## src/hw/rtl/ssfr_pkg.sv

```systemverilog
// shared types and constants for the sync/sum frame receiver
// no dependencies
`default_nettype none

package ssfr_pkg;

  localparam int unsigned ByteW       = 8;
  localparam int unsigned PosW        = 3;
  localparam int unsigned PayloadN    = 5;
  localparam int unsigned CfgIdxW     = 1;
  localparam int unsigned OutDataW    = 32;

  localparam logic [ByteW-1:0] SyncByte     = 8'hFF;
  localparam logic [ByteW-1:0] AddrReset    = 8'hFE;
  localparam logic [PosW-1:0]  SumPos       = 3'd6;
  localparam logic [PosW-1:0]  FirstPos     = 3'd1;

  localparam logic [CfgIdxW-1:0] RegAcceptAddr = 1'd0;
  localparam logic [CfgIdxW-1:0] RegCsumEnable = 1'd1;

  localparam logic StatusOk       = 1'b0;
  localparam logic StatusCsumErr  = 1'b1;

  typedef struct packed {
    logic             valid;
    logic             status;
    logic [ByteW-1:0] command_byte;
    logic [ByteW-1:0] data_low;
    logic [ByteW-1:0] data_high;
    logic [ByteW-1:0] extra_byte;
  } result_t;

endpackage

`default_nettype wire

```

## src/hw/rtl/ssfr_decoder.sv

```systemverilog
// frame state machine: sync hunt, byte capture, running sum and checksum test
// depends on ssfr_pkg
`default_nettype none

module ssfr_decoder import ssfr_pkg::*; (
  input  wire logic             clk_i,
  input  wire logic             rst_ni,
  input  wire logic             step_i,
  input  wire logic [ByteW-1:0] rx_byte_i,
  input  wire logic             idle_timeout_i,
  input  wire logic [ByteW-1:0] accept_address_i,
  input  wire logic             checksum_enable_i,
  output result_t               result_o
);

  logic             in_frame_q, in_frame_d;
  logic [PosW-1:0]  pos_q, pos_d;
  logic [ByteW-1:0] sum_q, sum_d;
  logic [ByteW-1:0] bytes_q [PayloadN];
  logic             store;
  logic [PosW-1:0]  store_idx;
  logic             sum_ok;

  assign store     = step_i && !idle_timeout_i && in_frame_q && (pos_q != SumPos);
  assign store_idx = pos_q - FirstPos;
  assign sum_ok    = (rx_byte_i == sum_q) || !checksum_enable_i;

  always_comb begin
    in_frame_d = in_frame_q;
    pos_d      = pos_q;
    sum_d      = sum_q;
    result_o   = '0;
    if (step_i) begin
      if (idle_timeout_i) begin
        in_frame_d = 1'b0;
        pos_d      = '0;
        sum_d      = '0;
      end else if (!in_frame_q) begin
        if (rx_byte_i == SyncByte) begin
          in_frame_d = 1'b1;
          pos_d      = FirstPos;
          sum_d      = '0;
        end
      end else if (pos_q != SumPos) begin
        sum_d = sum_q + rx_byte_i;
        pos_d = pos_q + FirstPos;
      end else begin
        in_frame_d = 1'b0;
        pos_d      = '0;
        sum_d      = '0;
        if (!sum_ok) begin
          result_o.valid  = 1'b1;
          result_o.status = StatusCsumErr;
        end else if (bytes_q[0] == accept_address_i) begin
          result_o.valid        = 1'b1;
          result_o.status       = StatusOk;
          result_o.command_byte = bytes_q[1];
          result_o.data_low     = bytes_q[2];
          result_o.data_high    = bytes_q[3];
          result_o.extra_byte   = bytes_q[4];
        end
      end
    end
  end

  always_ff @(posedge clk_i or negedge rst_ni) begin
    if (!rst_ni) begin
      in_frame_q <= 1'b0;
      pos_q      <= '0;
      sum_q      <= '0;
    end else begin
      in_frame_q <= in_frame_d;
      pos_q      <= pos_d;
      sum_q      <= sum_d;
    end
  end

  for (genvar i = 0; i < PayloadN; i++) begin : g_bytes
    always_ff @(posedge clk_i) begin
      if (store && (store_idx == PosW'(i))) begin
        bytes_q[i] <= rx_byte_i;
      end
    end
  end

endmodule

`default_nettype wire

```

## src/hw/rtl/sync_sum_frame_receiver.sv

```systemverilog
// top level: input register, configuration registers, decoder, output register
// path: input register, decoder, output register; one byte per cycle unless the output stalls
// a stalled output holds the result and the input stage, back-pressure reaches s_axis_tready
// reset: hunting for sync, accept_address 0xFE, checksum check on; captured bytes not cleared
// depends on ssfr_pkg and ssfr_decoder
`default_nettype none

module sync_sum_frame_receiver import ssfr_pkg::*; (
  input  wire logic                clk_i,
  input  wire logic                rst_ni,
  input  wire logic                cfg_we_i,
  input  wire logic [CfgIdxW-1:0]  cfg_idx_i,
  input  wire logic [ByteW-1:0]    cfg_data_i,
  input  wire logic                s_axis_tvalid,
  output      logic                s_axis_tready,
  input  wire logic [ByteW-1:0]    s_axis_tdata,   // rx_byte
  input  wire logic                s_axis_tuser,   // idle_timeout
  output      logic                m_axis_tvalid,
  input  wire logic                m_axis_tready,
  output      logic [OutDataW-1:0] m_axis_tdata,   // command_byte, data_low, data_high, extra_byte
  output      logic                m_axis_tuser    // frame_status
);

  logic             in_valid_q;
  logic [ByteW-1:0] in_byte_q;
  logic             in_timeout_q;
  logic             out_valid_q;
  logic [OutDataW-1:0] out_data_q;
  logic             out_status_q;
  logic [ByteW-1:0] accept_address_q;
  logic             checksum_enable_q;
  logic             advance;
  logic             step;
  result_t          result;

  assign advance       = !out_valid_q || m_axis_tready;
  assign step          = in_valid_q && advance;
  assign s_axis_tready = !in_valid_q || advance;

  always_ff @(posedge clk_i or negedge rst_ni) begin
    if (!rst_ni) begin
      accept_address_q  <= AddrReset;
      checksum_enable_q <= 1'b1;
    end else if (cfg_we_i) begin
      unique case (cfg_idx_i)
        RegAcceptAddr: accept_address_q  <= cfg_data_i;
        RegCsumEnable: checksum_enable_q <= cfg_data_i[0];
        default: ;
      endcase
    end
  end

  always_ff @(posedge clk_i or negedge rst_ni) begin
    if (!rst_ni) begin
      in_valid_q <= 1'b0;
    end else if (s_axis_tready) begin
      in_valid_q <= s_axis_tvalid;
    end
  end

  always_ff @(posedge clk_i) begin
    if (s_axis_tready && s_axis_tvalid) begin
      in_byte_q    <= s_axis_tdata;
      in_timeout_q <= s_axis_tuser;
    end
  end

  ssfr_decoder u_decoder (
    .clk_i             (clk_i),
    .rst_ni            (rst_ni),
    .step_i            (step),
    .rx_byte_i         (in_byte_q),
    .idle_timeout_i    (in_timeout_q),
    .accept_address_i  (accept_address_q),
    .checksum_enable_i (checksum_enable_q),
    .result_o          (result)
  );

  always_ff @(posedge clk_i or negedge rst_ni) begin
    if (!rst_ni) begin
      out_valid_q <= 1'b0;
    end else if (advance) begin
      out_valid_q <= result.valid;
    end
  end

  always_ff @(posedge clk_i) begin
    if (advance && result.valid) begin
      out_status_q <= result.status;
      out_data_q   <= {result.extra_byte, result.data_high,
                       result.data_low, result.command_byte};
    end
  end

  assign m_axis_tvalid = out_valid_q;
  assign m_axis_tdata  = out_data_q;
  assign m_axis_tuser  = out_status_q;

endmodule

`default_nettype wire

```

## config.mk

```make
export PLATFORM = sky130hd
export DESIGN_NAME = sync_sum_frame_receiver
export DESIGN_NICKNAME = d
export VERILOG_FILES = /design/src/hw/rtl/ssfr_pkg.sv /design/src/hw/rtl/ssfr_decoder.sv /design/src/hw/rtl/sync_sum_frame_receiver.sv
export SDC_FILE = /design/constraint.sdc
export NUM_CORES = 1
export LEC_CHECK = 0
export BUFFER_PORTS_ARGS = -buffer_cell sky130_fd_sc_hd__clkbuf_2
export CORE_UTILIZATION = 25
export DETAILED_ROUTE_END_ITERATION = 7
export PLACE_DENSITY = 0.42
export SLEW_MARGIN = 20
export SYNTH_ARGS = -nofsm -noshare
export SYNTH_HDL_FRONTEND = slang
export SYNTH_SLANG_ARGS = --single-unit
```

## constraint.sdc

```tcl
create_clock -name clk_i -period 3.05 [get_ports clk_i]
set_clock_uncertainty 0.15 [all_clocks]
set_input_delay 0.1525 -clock clk_i [delete_from_list [all_inputs] [get_ports clk_i]]
set_output_delay 0.1525 -clock clk_i [all_outputs]
set_load 0.05 [all_outputs]
```

[Word level (Yosys, flattened, before mapping)]
Memory sizes are Yosys's and may differ from the RTL's.
Index checks and enable logic that the tools add are counted.
Word-level totals
  input port bits: 23
  memory bits (writable): 40
  memories kept: 1
  flip-flop bits (word level): 65
  output and inout port bits: 35
Cells by class
  add/sub/neg operators: 3
  bitwise logic cells: 5
  reductions and logical operators: 29
  equality and inequality tests: 8
  multiplexer cells: 41
Memories
  u_decoder.bytes_q: words 5, width 8, read ports 5, clocked after Yosys merged registers in 0, wr ports 1, line ssfr_decoder.sv:19  | logic [ByteW-1:0] bytes_q [PayloadN];
Operators by type and width (number)
  $mux W34: 5
  $mux W8: 8
  $mux W32: 1
  $reduce_or A8 Y1: 4
  $mux W3: 8
  $mux W1: 18
  $eq A8 B8 Y1: 2
  $logic_and A1 B1 Y1: 11
  $add A8 B8 Y8: 1
  $eq A8 B8 Y1 const B: 1
  $eq A3 B2 Y1 const B: 2
  $reduce_and A2 Y1: 3
  $reduce_or A6 Y1: 1
  $not A1 Y1: 5
  $logic_not A1 Y1: 4
  $reduce_or A4 Y1: 1
  $add A3 B1 Y3 const B: 1
  $eq A3 B1 Y1 const B: 1
  $eq A3 B3 Y1 const B: 1
  $logic_not A3 Y1: 1
  $logic_or A1 B1 Y1: 3
  $ne A3 B3 Y1 const B: 1
  $reduce_bool A3 Y1: 1
  $sub A3 B1 Y3 const B: 1
  $mux W2: 1

[Logic depth before layout (Yosys ltp)]
Gate-level depths: netlist of run 1.
  depth after elaboration: 14
  depth in mapped cells: 7
  gate-level depth less buffers: 7

[Modules after synthesis]
Synthesis of run 1 repeated with hierarchy kept, for this count alone.
Unflattened totals
  cells, all modules: 271
  area total of the unflattened synthesis: 4216.5 um^2
Modules (own cells, without submodules)
  ssfr_decoder: instances 1, cells each 199, area an instance 2464.9 um^2
  sync_sum_frame_receiver: instances 1, cells each 72, area an instance 1751.7 um^2

[Worst setup path after synthesis of run 1]
Ideal clock, no wire load.
  path kind: reg-to-reg
  start point: reg in_byte_q[3]
  end point: reg out_data_q[0] (netlist: m_axis_tdata[0]), enable pin
  arrival: 2.153 ns
  cell stages (with the launch flop): 7
  setup slack: 0.262 ns
  required time: 2.415 ns
  setup time: 0.485 ns
  path buffers: 0
  cell sequence: edfxtp_1 -> ha_1 -> nor4_1 -> nand2_1 -> o41ai_1 -> or3_1 -> nand2_1
On the way
  longest elaborated chain between the ends: 8
Ends and longest elaborated chain
  start, declared: line sync_sum_frame_receiver.sv:25  | logic [ByteW-1:0] in_byte_q;
  start signal, assigned: line sync_sum_frame_receiver.sv:63  | in_byte_q <= s_axis_tdata;
  $eq A8 B8 Y1: line ssfr_decoder.sv:26  | assign sum_ok = (rx_byte_i == sum_q) || !checksum_enable_i;
  $logic_or A1 B1 Y1: line ssfr_decoder.sv:26
  $mux W2: line ssfr_decoder.sv:51  | if (!sum_ok) begin
  $mux W34: line ssfr_decoder.sv:44  | end else if (pos_q != SumPos) begin
  $mux W34: line ssfr_decoder.sv:38  | end else if (!in_frame_q) begin
  $mux W34: line ssfr_decoder.sv:34  | if (idle_timeout_i) begin
  $mux W34: line ssfr_decoder.sv:33  | if (step_i) begin
  $logic_and A1 B1 Y1: line sync_sum_frame_receiver.sv:88  | if (advance && result.valid) begin
  end signal, assigned: line sync_sum_frame_receiver.sv:90  | out_data_q <= {result.extra_byte, result.data_high,
  end, declared: line sync_sum_frame_receiver.sv:28  | logic [OutDataW-1:0] out_data_q;
Every way passes these cells.
A chain may end at the register's enable or synchronous reset.

[Worst setup path after layout of run 1]
  start point: reg in_byte_q[6]
  end point: reg out_data_q[15] (netlist: m_axis_tdata[15]), enable pin
Same word-level chain as after synthesis.

==> summary.md, run 1 <==
| Metric | Value |
|---|---|
| # rows | `46` |
| Syn avg cell area | `16.3 sq um` |
| Post-CTS setup buffer count | `0` |
| Crit start category | `register` |
| Hold Crit Class | `in -> reg` |
| Crit path max-delay family | `simple AND/OR/NAND/NOR gates` |
| Worst skew pair latency | `0.35 ns` |
| Ys async rst share | `0.219` |
| Most used cell along the critical path | `nand2_1` |
| Pleak | `1.91 nW` |
| Max Fanout on Critical Path | `33` |
| Setup CP Type | `reg -> reg` |
| Reg2reg setup slack | `0.41 ns` |
| Slowest CP cell | `edfxtp_1` |
| Fillers | `1576` |
| Simple logic cell fraction of the synthesized area | `0.109` |
| Number of synthesized register bits | `105` |
| WL/cell | `15.5 um` |
| CP Depth | `7` |
| Post-synthesis mux area share | `0.0244` |
| Area of the die | `17100 sq um` |
| Synth Area in Adders | `0.0289` |
| Die W | `131 um` |
| Mapped cell area | `4150 sq um` |
| Post-Syn Instances | `255` |
| EDFF count, synth | `82` |
| Overflow after GRT | `0` |
| Post-Synth XOR/XNOR Area | `0.0295` |
| Max-Cap Viols | `0` |
| HPWL after DPL | `6.00 mm` |
| Hold WS | `0.148 ns` |
| DR iter-0 viols | `141` |
| TritonCTS clock tree | `yes` |
| IO buf count | `57` |
| Die height | `131 um` |
| CTS Sinks | `105` |
| Final Hold Viols | `0` |
| Yosys cell types | `43` |
| DRT Wirelength | `8.88 mm` |
| Status | `finished clean` |
| Max Root-Sink Buffers | `2` |
| Worst R2R End | `m_axis_tdata[15]$_SDFFCE_PP0P_` |
| Final min period | `2.64 ns` |
| Utilization after layout | `0.329` |
| Syn Nets | `287` |
| Fin nets | `383` |
| Worst slew pin tran | `0.755 ns` |
| Setup TNS | `0 ns` |
| Pin count of the biggest net entering global routing | `34` |
| Clock transition at path regs | `0.07 ns` |
| CTS buffer count | `9` |
| Max-slew violation count | `0` |
| Critical path data arrival time | `2.58 ns` |
| Clock root cell | `clkbuf_16` |
| Vias in the first global route | `2347` |
| Antenna-violating nets left | `0` |
| Worst Path Buf+Inv | `1` |
| GPL Wtd Cong | `0.729` |
| Cell chain of the critical path | `ha_1 -> nor4_1 -> nand2_1 -> o41ai_1 -> or3_1 -> nand2_1 -> buf_12` |
| H-tree depth | `3` |
| Via density | `4.17` |
| RSZ-0062 raised after global routing | `false` |
| Final setup viols | `0` |
| CP max stage delay | `0.50 ns` |
| Tcrit/Tclk final | `0.865` |
| Share of cells above drive strength 1 | `0.287` |
| DRC | `0` |
| FF-to-FF path depth | `7` |
| Reg2reg start | `in_byte_q[6]$_DFFE_PP_` |
| Core box area | `16100 sq um` |
| Power Density | `569 nW/um^2` |
| IO Count | `58` |
| Vias | `2380` |
| GRT Total Usage | `0.113` |
| Maximum vdd drop | `286 uV` |
| Initial antenna violation count | `0` |
| Sequential area share after synthesis | `0.734` |
| Slew HR | `0.495` |
| Synthesis Warnings | `0` |
| Compound-Gate Fraction of Synth Area | `0.0591` |
| Top_reg_cell synth | `edfxtp_1` |
| Diodes inserted | `0` |
| Worst path required time | `2.99 ns` |
| Largest family of logic cells by synthesized area | `simple AND/OR/NAND/NOR gates` |
| Area grow syn2layout | `27.2%` |
| Starting density of the core | `0.258` |
| First drt pass iteration count | `4` |
| First-pass GRT wire length | `13.6 mm` |
| Crit path capture | `m_axis_tdata[15]$_SDFFCE_PP0P_` |
| CP endpoint kind | `register` |
| Fmax | `379 MHz` |
| CP Launch Point | `in_byte_q[6]$_DFFE_PP_` |
==> worst reg2reg max path, delay by kind of cell, from the launching register on <==
family,cells,cell delay [ns]
fa+ha+maj,1,0.41
flops,1,0.50
buf+inv,1,0.18
simple gates,4,0.69
compound gates,1,0.44
==> registers in the layout, indices dropped and copies added (netlist names) <==
signal,count
u_decoder.bytes_q,40
m_axis_tdata,32
accept_address_q,8
in_byte_q,8
u_decoder.sum_q,8
u_decoder.pos_q,3
checksum_enable_q,1
in_timeout_q,1
in_valid_q,1
m_axis_tuser,1
m_axis_tvalid,1
u_decoder.in_frame_q,1
==> cell usage in the layout (no fill, tap or decap), drive strengths merged, types with 7 or more instances in the layout <==
cell type,count
dlygate4sd3,22
clkbuf,68
a22o,8
o21ai,7
and2,34
buf,13
edfxtp,82
nand2,7
mux2,9
xnor2,12
dfstp,8
ha,8
dfrtp,15
==> stage by stage <==
step                area [sq um]  power [mW]  instances  worst slack, ns
floorplan                   4150        1.80        255            0.262
global placement            4780        1.89        534            0.504
detailed placement          4780        1.90        534            0.426
CTS                         5280        3.05        571            0.365
global route                5280        3.12        571            0.230
finish                      5280        3.00        571            0.411
==> timing repair <==
action	4_1_cts	5_1_grt
gates resized for setup	0	0
hold buffers	22	0
endpoints found under the hold margin	34	0
==> area by class of cell <==
cell class                 instances  area, sq um  share of cell area
clock buffer                      11          233              0.0441
clock inverter                     4         45.0             0.00853
inverter                           3         11.3             0.00213
multi-input combinational        140         1040               0.197
sequential                       105         3050               0.578
tap                              216          270              0.0512
timing repair buffer              92          628               0.119
==> Yosys cell counts (2+ instances only) <==
library cell,instances,share of area
nand2b_1,2,0.0030
a21oi_1,5,0.0060
mux2_2,9,0.024
ha_1,8,0.024
a22oi_1,2,0.0036
edfxtp_1,82,0.59
xor2_1,2,0.0042
nor3b_1,3,0.0054
xnor2_1,12,0.025
a22o_1,8,0.017
inv_1,3,0.0027
o21ai_0,7,0.0084
nand3b_1,2,0.0036
nand3_1,2,0.0024
nand4_1,4,0.0060
nor3_1,2,0.0024
a21o_1,3,0.0054
and2_1,34,0.051
a211oi_1,2,0.0036
buf_6,3,0.0081
dfstp_2,8,0.051
and3_1,2,0.0030
nor2b_1,2,0.0030
dfrtp_1,15,0.090
nand2_1,7,0.0063
nor2_1,5,0.0045
o31ai_1,2,0.0036
clkbuf_1,4,0.0036
==> per-layer routing <==
metal	up-vias	GRT usage	wire length (um)	part of all wire
met5	-	0	0	0
met4	0	0.0575	174	0.020
met3	12	0.0224	244	0.027
met2	46	0.194	4460	0.50
met1	1174	0.135	4000	0.45
li1	1148	-	-	-
==> worst min-delay path by stage <==
stage                                       to          start  slack (ns)  cells after the start
6_report             m_axis_tvalid$_DFFE_PN0P_  m_axis_tready        0.15                      3
5_1_grt              m_axis_tvalid$_DFFE_PN0P_  m_axis_tready        0.19                      3
4_1_cts              m_axis_tvalid$_DFFE_PN0P_  m_axis_tready        0.14                      3
3_5_place_dp    u_decoder.sum_q[1]$_DFFE_PN0P_         rst_ni        0.08                      1
3_3_place_gp    u_decoder.sum_q[0]$_DFFE_PN0P_         rst_ni        0.07                      1
2_1_floorplan  accept_address_q[0]$_DFFE_PN0P_         rst_ni       -0.29                      0
==> where the power goes <==
group,switching (mW),internal (mW)
Sequential,0.0474,1.60
Clock,0.491,0.627
Combinational,0.113,0.123
==> logic make-up (layout without fill, tap and decap cells) <==
kind of cell | count (synthesis) | count (layout)
AOI/OAI and AO/OA | 35 | 35
DFF | 105 | 105
adders and majority gates | 9 | 9
muxes | 9 | 9
xor gates and xnor gates | 14 | 14
buffers and inverters | 10 | 110
and+or+nand+nor | 73 | 73
(Power assumes the default switching activity.)
==> run 2, diff against run 1 <==
- MAX_ROUTING_LAYER: unset -> met4
==> run 2 against run 1 <==
  * Utilization unchanged
  * Power about the same
  * Sequential share of layout area did not move
  * Via count fell by 0.63%
  * Routed wire length rose by 0.46%
  * Sequential power barely moved
  * Register-to-register slack about the same
  * Flip-flop and latch count unchanged
  * Largest cell class unchanged
==> summary.md, run 2 (synthesized netlist as in run 1, its figures left out) <==
| Metric | Value |
|---|---|
| First-pass GRT wire length | `13.6 mm (about the same)` |
| Post-CTS sizing | `0 (unchanged)` |
| Final Hold Viols | `0 (unchanged)` |
| WL/cell | `15.6 um (+0.46%)` |
| Crit start category | `register` |
| Initial antenna violation count | `0 (unchanged)` |
| Share of cells above drive strength 1 | `0.287 (unchanged)` |
| GPL Wtd Cong | `0.737 (+1.2%)` |
| Worst skew pair latency | `0.35 ns (about the same)` |
| RSZ-0062 raised after global routing | `false` |
| Vias | `2365 (-0.63%)` |
| FF-to-FF path depth | `7 (unchanged)` |
| Routed wl met3 | `261 um (+7.0%)` |
| Die W | `131 um (unchanged)` |
| Commonest cells after routing, fill and taps aside | `edfxtp_1, clkbuf_2, and2_1` |
| Area of the die | `17100 sq um (unchanged)` |
| Worst R2R End | `m_axis_tdata[15]$_SDFFCE_PP0P_` |
| Reg2reg start | `in_byte_q[6]$_DFFE_PP_` |
| Max Root-Sink Buffers | `2 (unchanged)` |
| H-tree depth | `3 (unchanged)` |
| Min-Delay Endpoint | `m_axis_tvalid$_DFFE_PN0P_` |
| Setup CP Type | `reg -> reg` |
| Fin nets | `383 (unchanged)` |
| Overflow after GRT | `0 (unchanged)` |
| Commonest non-fill, non-tap cell in the layout | `edfxtp_1` |
| Area grow syn2layout | `27.2% (unchanged)` |
| Hold Path Origin | `m_axis_tready` |
| Starting density of the core | `0.258 (unchanged)` |
| CTS buffer count | `9 (unchanged)` |
| Worst slew pin tran | `0.765 ns (+0.00994 ns)` |
| Fmax | `379 MHz (+0.11%)` |
| M1 WL | `4.01 mm (+0.28%)` |
| IO Count | `58 (unchanged)` |
| CP endpoint kind | `register` |
| Max-slew violation count | `0 (unchanged)` |
| Tcrit/Tclk final | `0.864 (-0.000951)` |
| Worst path required time | `3.00 ns (about the same)` |
| Maximum vdd drop | `287 uV (+0.35%)` |
| Reg2reg setup slack | `0.41 ns (about the same)` |
| Largest register by flop count | `u_decoder.bytes_q` |
| Pin count of the biggest net entering global routing | `34 (unchanged)` |
| Final setup viols | `0 (unchanged)` |
| DR top layer | `met4` |
| Hold-fix buffers, CTS | `22 (unchanged)` |
| IO buf count | `57 (unchanged)` |
| Number of flip-flops in the largest register | `40 (unchanged)` |
| Setup TNS | `0 ns (unchanged)` |
| TritonCTS clock tree | `yes` |
| Via density | `4.14 (-0.63%)` |
| Slew HR | `0.489 (-0.00664)` |
| Hold depth | `3 (unchanged)` |
| Hold Crit Class | `in -> reg` |
| Cell count after placement | `534 (unchanged)` |
| Met2 routed WL | `4.48 mm (+0.45%)` |
| GRT Total Usage | `0.117 (+0.00359)` |
| Post-CTS setup buffer count | `0 (unchanged)` |
| CTS Sinks | `105 (unchanged)` |
| Power Density | `569 nW/um^2 (about the same)` |
| Clock root cell | `clkbuf_16` |
| Vias in the first global route | `2344 (-0.13%)` |
| Final min period | `2.64 ns (-0.00290 ns)` |
| DR iter-0 viols | `124 (-12%)` |
| DRC | `0 (unchanged)` |
| Status | `finished clean` |
| Antenna-violating nets left | `0 (unchanged)` |
| Diodes inserted | `0 (unchanged)` |
| # rows | `46 (unchanged)` |
| Die height | `131 um (unchanged)` |
| Critical path data arrival time | `2.58 ns (about the same)` |
| Layout Cells excl Fill | `571 (unchanged)` |
| Utilization after layout | `0.329 (unchanged)` |
| Pleak | `1.91 nW (unchanged)` |
| Core box area | `16100 sq um (unchanged)` |
| Clock transition at path regs | `0.06 ns (about the same)` |
| Max Fanout on Critical Path | `33 (unchanged)` |
| HPWL after DPL | `6.00 mm (unchanged)` |
| Max-Cap Viols | `0 (unchanged)` |
| DRT Wirelength | `8.92 mm (+0.46%)` |
| First drt pass iteration count | `4 (unchanged)` |
-- run 2: report_power, final --
group	switching (mW)	leakage (nW)	internal, mW
Combinational	0.113	0.821	0.123
Sequential	0.0469	0.961	1.60
Clock	0.489	0.131	0.627
-- run 2: area by class of cell --
| type | count | area (sq um) |
|---|---|---|
| Inverter | 3 | 11.3 |
| Clock buffer | 11 | 233 |
| Fill cell | 1576 | 10800 |
| Sequential cell | 105 | 3050 |
| Timing Repair Buffer | 92 | 628 |
| Clock inverter | 4 | 45.0 |
| Tap cell | 216 | 270 |
| Multi-Input combinational cell | 140 | 1040 |
-- run 2: worst max path at each step --
stage                                endpoint              startpoint  slack, ns
2_1_floorplan   m_axis_tdata[0]$_SDFFCE_PP0P_  in_byte_q[3]$_DFFE_PP_       0.26
3_3_place_gp   m_axis_tdata[15]$_SDFFCE_PP0P_  in_byte_q[3]$_DFFE_PP_       0.50
6_report       m_axis_tdata[15]$_SDFFCE_PP0P_  in_byte_q[6]$_DFFE_PP_       0.41
3_5_place_dp   m_axis_tdata[15]$_SDFFCE_PP0P_  in_byte_q[6]$_DFFE_PP_       0.43
4_1_cts        m_axis_tdata[15]$_SDFFCE_PP0P_  in_byte_q[6]$_DFFE_PP_       0.36
5_1_grt        m_axis_tdata[19]$_SDFFCE_PP0P_  in_byte_q[6]$_DFFE_PP_       0.23
-- run 2: routing by layer --
layer / vias up / track usage
met5: - / -
met4: 0 / 0.0575
met3: 14 / 0.0224
met2: 49 / 0.193
met1: 1160 / 0.136
li1: 1142 / -
-- run 2: critical path, stage by stage (launching register included) --
cell and delay [ns]:
edfxtp_1 0.49, ha_1 0.41, nor4_1 0.30, nand2_1 0.08, o41ai_1 0.43, or3_1 0.22, nand2_1 0.10, buf_12 0.18
-- run 2: through the flow --
step	area, sq um	hold slack (ns)	worst slack [ns]	total power [mW]
floorplan	4150	-0.293	0.262	1.80
global placement	4780	0.0693	0.504	1.89
detailed placement	4780	0.0799	0.426	1.90
CTS	5280	0.143	0.365	3.05
global route	5280	0.187	0.227	3.12
finish	5280	0.140	0.414	3.00
==> run 3, diff against run 2 <==
- SYNTH_HIERARCHICAL: unset -> 1
==> run 3 against run 2 <==
  * Clock power about the same
  * Critical path depth unchanged
  * Worst setup slack gained 0.026 ns
  * Synthesized cell count grew 6.3%
  * Flip-flop and latch count did not move
  * Count of clock-buffer cells in the layout shrank 2
  * Worst hold slack got worse by 0.055 ns
  * Global-route usage decreased by 0.17 points
  * Routed wire length fell by 0.12%
  * Via count grew 2.4%
  * Final cell count rose by 3.0%
  * Combinational power decreased by 36%
  * Critical path type unchanged
  * Critical endpoint is now m_axis_tdata[9]$_DFFE_PP_
  * Largest cell class unchanged
==> summary.md, run 3 <==
| Metric | Value |
|---|---|
| Number of flip-flops in the largest register | `40 (unchanged)` |
| Yosys cell types | `47 (+9.3%)` |
| Post-synthesis mux area share | `0.0335 (+0.00911)` |
| Synth area leaders | `edfxtp_1, dfrtp_1, and2_1` |
| Finished Cell Area | `5320 sq um (+0.78%)` |
| Worst slew pin tran | `0.679 ns (-0.0865 ns)` |
| Pin count of the biggest net entering global routing | `34 (unchanged)` |
| Top-count cell post-synth | `edfxtp_1` |
| DRC | `0 (unchanged)` |
| Share of cells above drive strength 1 | `0.280 (-0.00743)` |
| Multi-input logic area | `1100 sq um (+5.8%)` |
| CTS buffer count | `9 (unchanged)` |
| Post-Syn Instances | `271 (+6.3%)` |
| First-pass GRT wire length | `14.2 mm (+4.7%)` |
| Storage cell area | `3050 sq um (unchanged)` |
| Antenna-violating nets left | `0 (unchanged)` |
| Top_reg_cell synth | `edfxtp_1` |
| Setup TNS | `0 ns (unchanged)` |
| Diodes inserted | `0 (unchanged)` |
| Slew HR | `0.548 (+0.0587)` |
| Largest register by flop count | `u_decoder/bytes_q` |
| Worst skew pair latency | `0.35 ns (about the same)` |
| Layout Cells excl Fill | `588 (+3.0%)` |
| CP Launch Point | `in_byte_q[4]$_DFFE_PP_` |
| Final min period | `2.61 ns (-0.0263 ns)` |
| Fin nets | `395 (+3.1%)` |
| Max-Cap Viols | `0 (unchanged)` |
| Commonest non-fill, non-tap cell in the layout | `edfxtp_1` |
| Utilization after layout | `0.322 (-0.00678)` |
| Commonest cells post-synth | `edfxtp_1, and2_1, dfrtp_1` |
| Post-Synth XOR/XNOR Area | `0.0270 (-0.00254)` |
| Mapped cell area | `4220 sq um (+1.6%)` |
| Max-slew violation count | `0 (unchanged)` |
| Syn avg cell area | `15.6 sq um (-4.4%)` |
| Die height | `132 um (+0.78%)` |
| GPL Wtd Cong | `0.817 (+11%)` |
| RSZ-0062 raised after global routing | `false` |
| Starting density of the core | `0.255 (-0.00329)` |
| H-tree depth | `3 (unchanged)` |
| Via density | `4.12 (-0.59%)` |
| FF-to-FF path depth | `7 (unchanged)` |
| IO Count | `58 (unchanged)` |
| Pleak | `2.15 nW (+12%)` |
| DRT Wirelength | `8.91 mm (-0.12%)` |
| Clock root cell | `clkbuf_16` |
| Final setup viols | `0 (unchanged)` |
| Post-CTS sizing | `0 (unchanged)` |
| Overflow after GRT | `0 (unchanged)` |
| Power Density | `542 nW/um^2 (-4.7%)` |
| WL/cell | `15.1 um (-3.0%)` |
| Core box area | `16500 sq um (+2.9%)` |
| Compound-Gate Fraction of Synth Area | `0.0501 (-0.00894)` |
| Top-area cell type share of the netlist area | `0.584 (-0.00933)` |
| Power Total | `2.88 mW (-3.9%)` |
| Cell Area, Placed | `4800 sq um (+0.45%)` |
| Vias | `2421 (+2.4%)` |
| # rows | `47 (+2.2%)` |
| Fillers | `1632 (+3.6%)` |
| Ys async rst share | `0.219 (unchanged)` |
| TritonCTS clock tree | `yes` |
| First drt pass iteration count | `4 (unchanged)` |
| Worst R2R End | `m_axis_tdata[9]$_DFFE_PP_` |
| Synthesis Warnings | `6 (+6)` |
| CTS Sinks | `105 (unchanged)` |
| Tcrit/Tclk final | `0.856 (-0.00861)` |
| Max Fanout on Critical Path | `33 (unchanged)` |
| CP endpoint kind | `register` |
| Simple logic cell fraction of the synthesized area | `0.122 (+0.0131)` |
| Post-CTS setup buffer count | `0 (unchanged)` |
| Area grow syn2layout | `26.1%` |
| Clock transition at path regs | `0.07 ns (about the same)` |
| Crit start category | `register` |
| Area of the die | `17400 sq um (+1.6%)` |
| Most area-hungry cell type in the Yosys netlist | `edfxtp_1` |
| Status | `finished clean` |
| Initial antenna violation count | `0 (unchanged)` |
| Fmax | `383 MHz (+1.0%)` |
| Die W | `132 um (+0.78%)` |
| Number of synthesized register bits | `105 (unchanged)` |
| Worst setup margin | `0.440 ns (+0.0263 ns)` |
| HPWL after DPL | `6.23 mm (+3.7%)` |
| Max Root-Sink Buffers | `2 (unchanged)` |
| Setup CP Type | `reg -> reg` |
| Hold WS | `0.0849 ns (-0.0551 ns)` |
| Syn Nets | `303 (+5.6%)` |
| Final Hold Viols | `0 (unchanged)` |
| Reg2reg setup slack | `0.44 ns (+0.03 ns)` |
| Pre-CTS setup slack | `0.434 ns (+0.00811 ns)` |
| Largest family of logic cells by synthesized area | `simple AND/OR/NAND/NOR gates` |
| Hold Crit Class | `in -> reg` |
| Synth Area in Adders | `0.0285 (-0.000455)` |
| Sequential area share after synthesis | `0.723 (-0.0115)` |
| Worst path required time | `2.90 ns (-0.10 ns)` |
| Vias in the first global route | `2477 (+5.7%)` |
| DR iter-0 viols | `151 (+22%)` |
| GRT Total Usage | `0.115 (-0.00169)` |
| Cell count after placement | `549 (+2.8%)` |
| Commonest cells after routing, fill and taps aside | `edfxtp_1, clkbuf_2, and2_1` |
| IO buf count | `57 (unchanged)` |
| Maximum vdd drop | `253 uV (-12%)` |
| Reg2reg start | `in_byte_q[4]$_DFFE_PP_` |
| Critical path data arrival time | `2.46 ns (-0.12 ns)` |
| EDFF count, synth | `82 (unchanged)` |
| Crit path capture | `m_axis_tdata[9]$_DFFE_PP_` |
==> run 3: changes by cell type after synthesis, moves of 3 or more <==
cell      change
a22o_1        -6
and2_1        +3
clkbuf_2      +3
inv_1         +3
mux2_2        -8
mux2_4        +8
nand2b_1      +5
nor2_1        +5
o21ai_0       +3
xnor2_1       -9
xor2_1        +8
==> run 3: cells by family (layout without fill, tap and decap cells) <==
group / count (synthesis) / in the layout
flops: 105 / 105
simple gates: 88 / 88
compound gates: 32 / 32
buf+inv: 14 / 111
xor+xnor: 13 / 13
mux: 10 / 10
fa+ha+maj: 9 / 9
==> run 3: layout make-up <==
cell class / count / share of cell area
clock inverter: 7 / 0.0118
clock buffer: 9 / 0.0423
sequential: 105 / 0.573
tap: 220 / 0.0518
inverter: 6 / 0.00423
timing repair buffer: 89 / 0.110
multi-input combinational: 152 / 0.207
==> run 3: per-layer routing <==
metal	vias up	GRT usage	wire length (um)
met3	10	0.0384	486
met5	-	-	0
met4	0	0.0381	118
met1	1172	0.140	4160
met2	69	0.178	4140
li1	1170	-	-
==> run 3: worst min path at each step <==
| stage | cells past startpoint | endpoint | start | slack (ns) |
|---|---|---|---|---|
| 2_1_floorplan | 0 | accept_address_q[0]$_DFFE_PN0P_ | rst_ni | -0.29 |
| 3_3_place_gp | 1 | accept_address_q[0]$_DFFE_PN0P_ | rst_ni | 0.07 |
| 3_5_place_dp | 1 | accept_address_q[0]$_DFFE_PN0P_ | rst_ni | 0.07 |
| 4_1_cts | 3 | accept_address_q[0]$_DFFE_PN0P_ | cfg_idx_i | 0.07 |
| 5_1_grt | 3 | accept_address_q[7]$_DFFE_PN1P_ | cfg_idx_i | 0.09 |
| 6_report | 3 | accept_address_q[0]$_DFFE_PN0P_ | cfg_idx_i | 0.08 |
==> run 3: critical path, stage by stage, from the launching register on <==
cell and delay (ns):
edfxtp_1 0.50, ha_1 0.44, nor3_1 0.10, a31oi_1 0.26
and2_1 0.18, nand2b_1 0.11, and2_1 0.12, buf_4 0.37
==> run 3: repair_timing <==
item                                    4_1_cts  5_1_grt
hold endpoints to repair                     35        0
endpoints found under the setup margin        0        0
hold buffers                                 23        0
==> run 3: power by group <==
part	switching (mW)	internal [mW]	total, mW
combinational	0.0671	0.0827	0.150
sequential	0.0316	1.58	1.61
clock	0.548	0.571	1.12
total	0.647	2.24	2.88
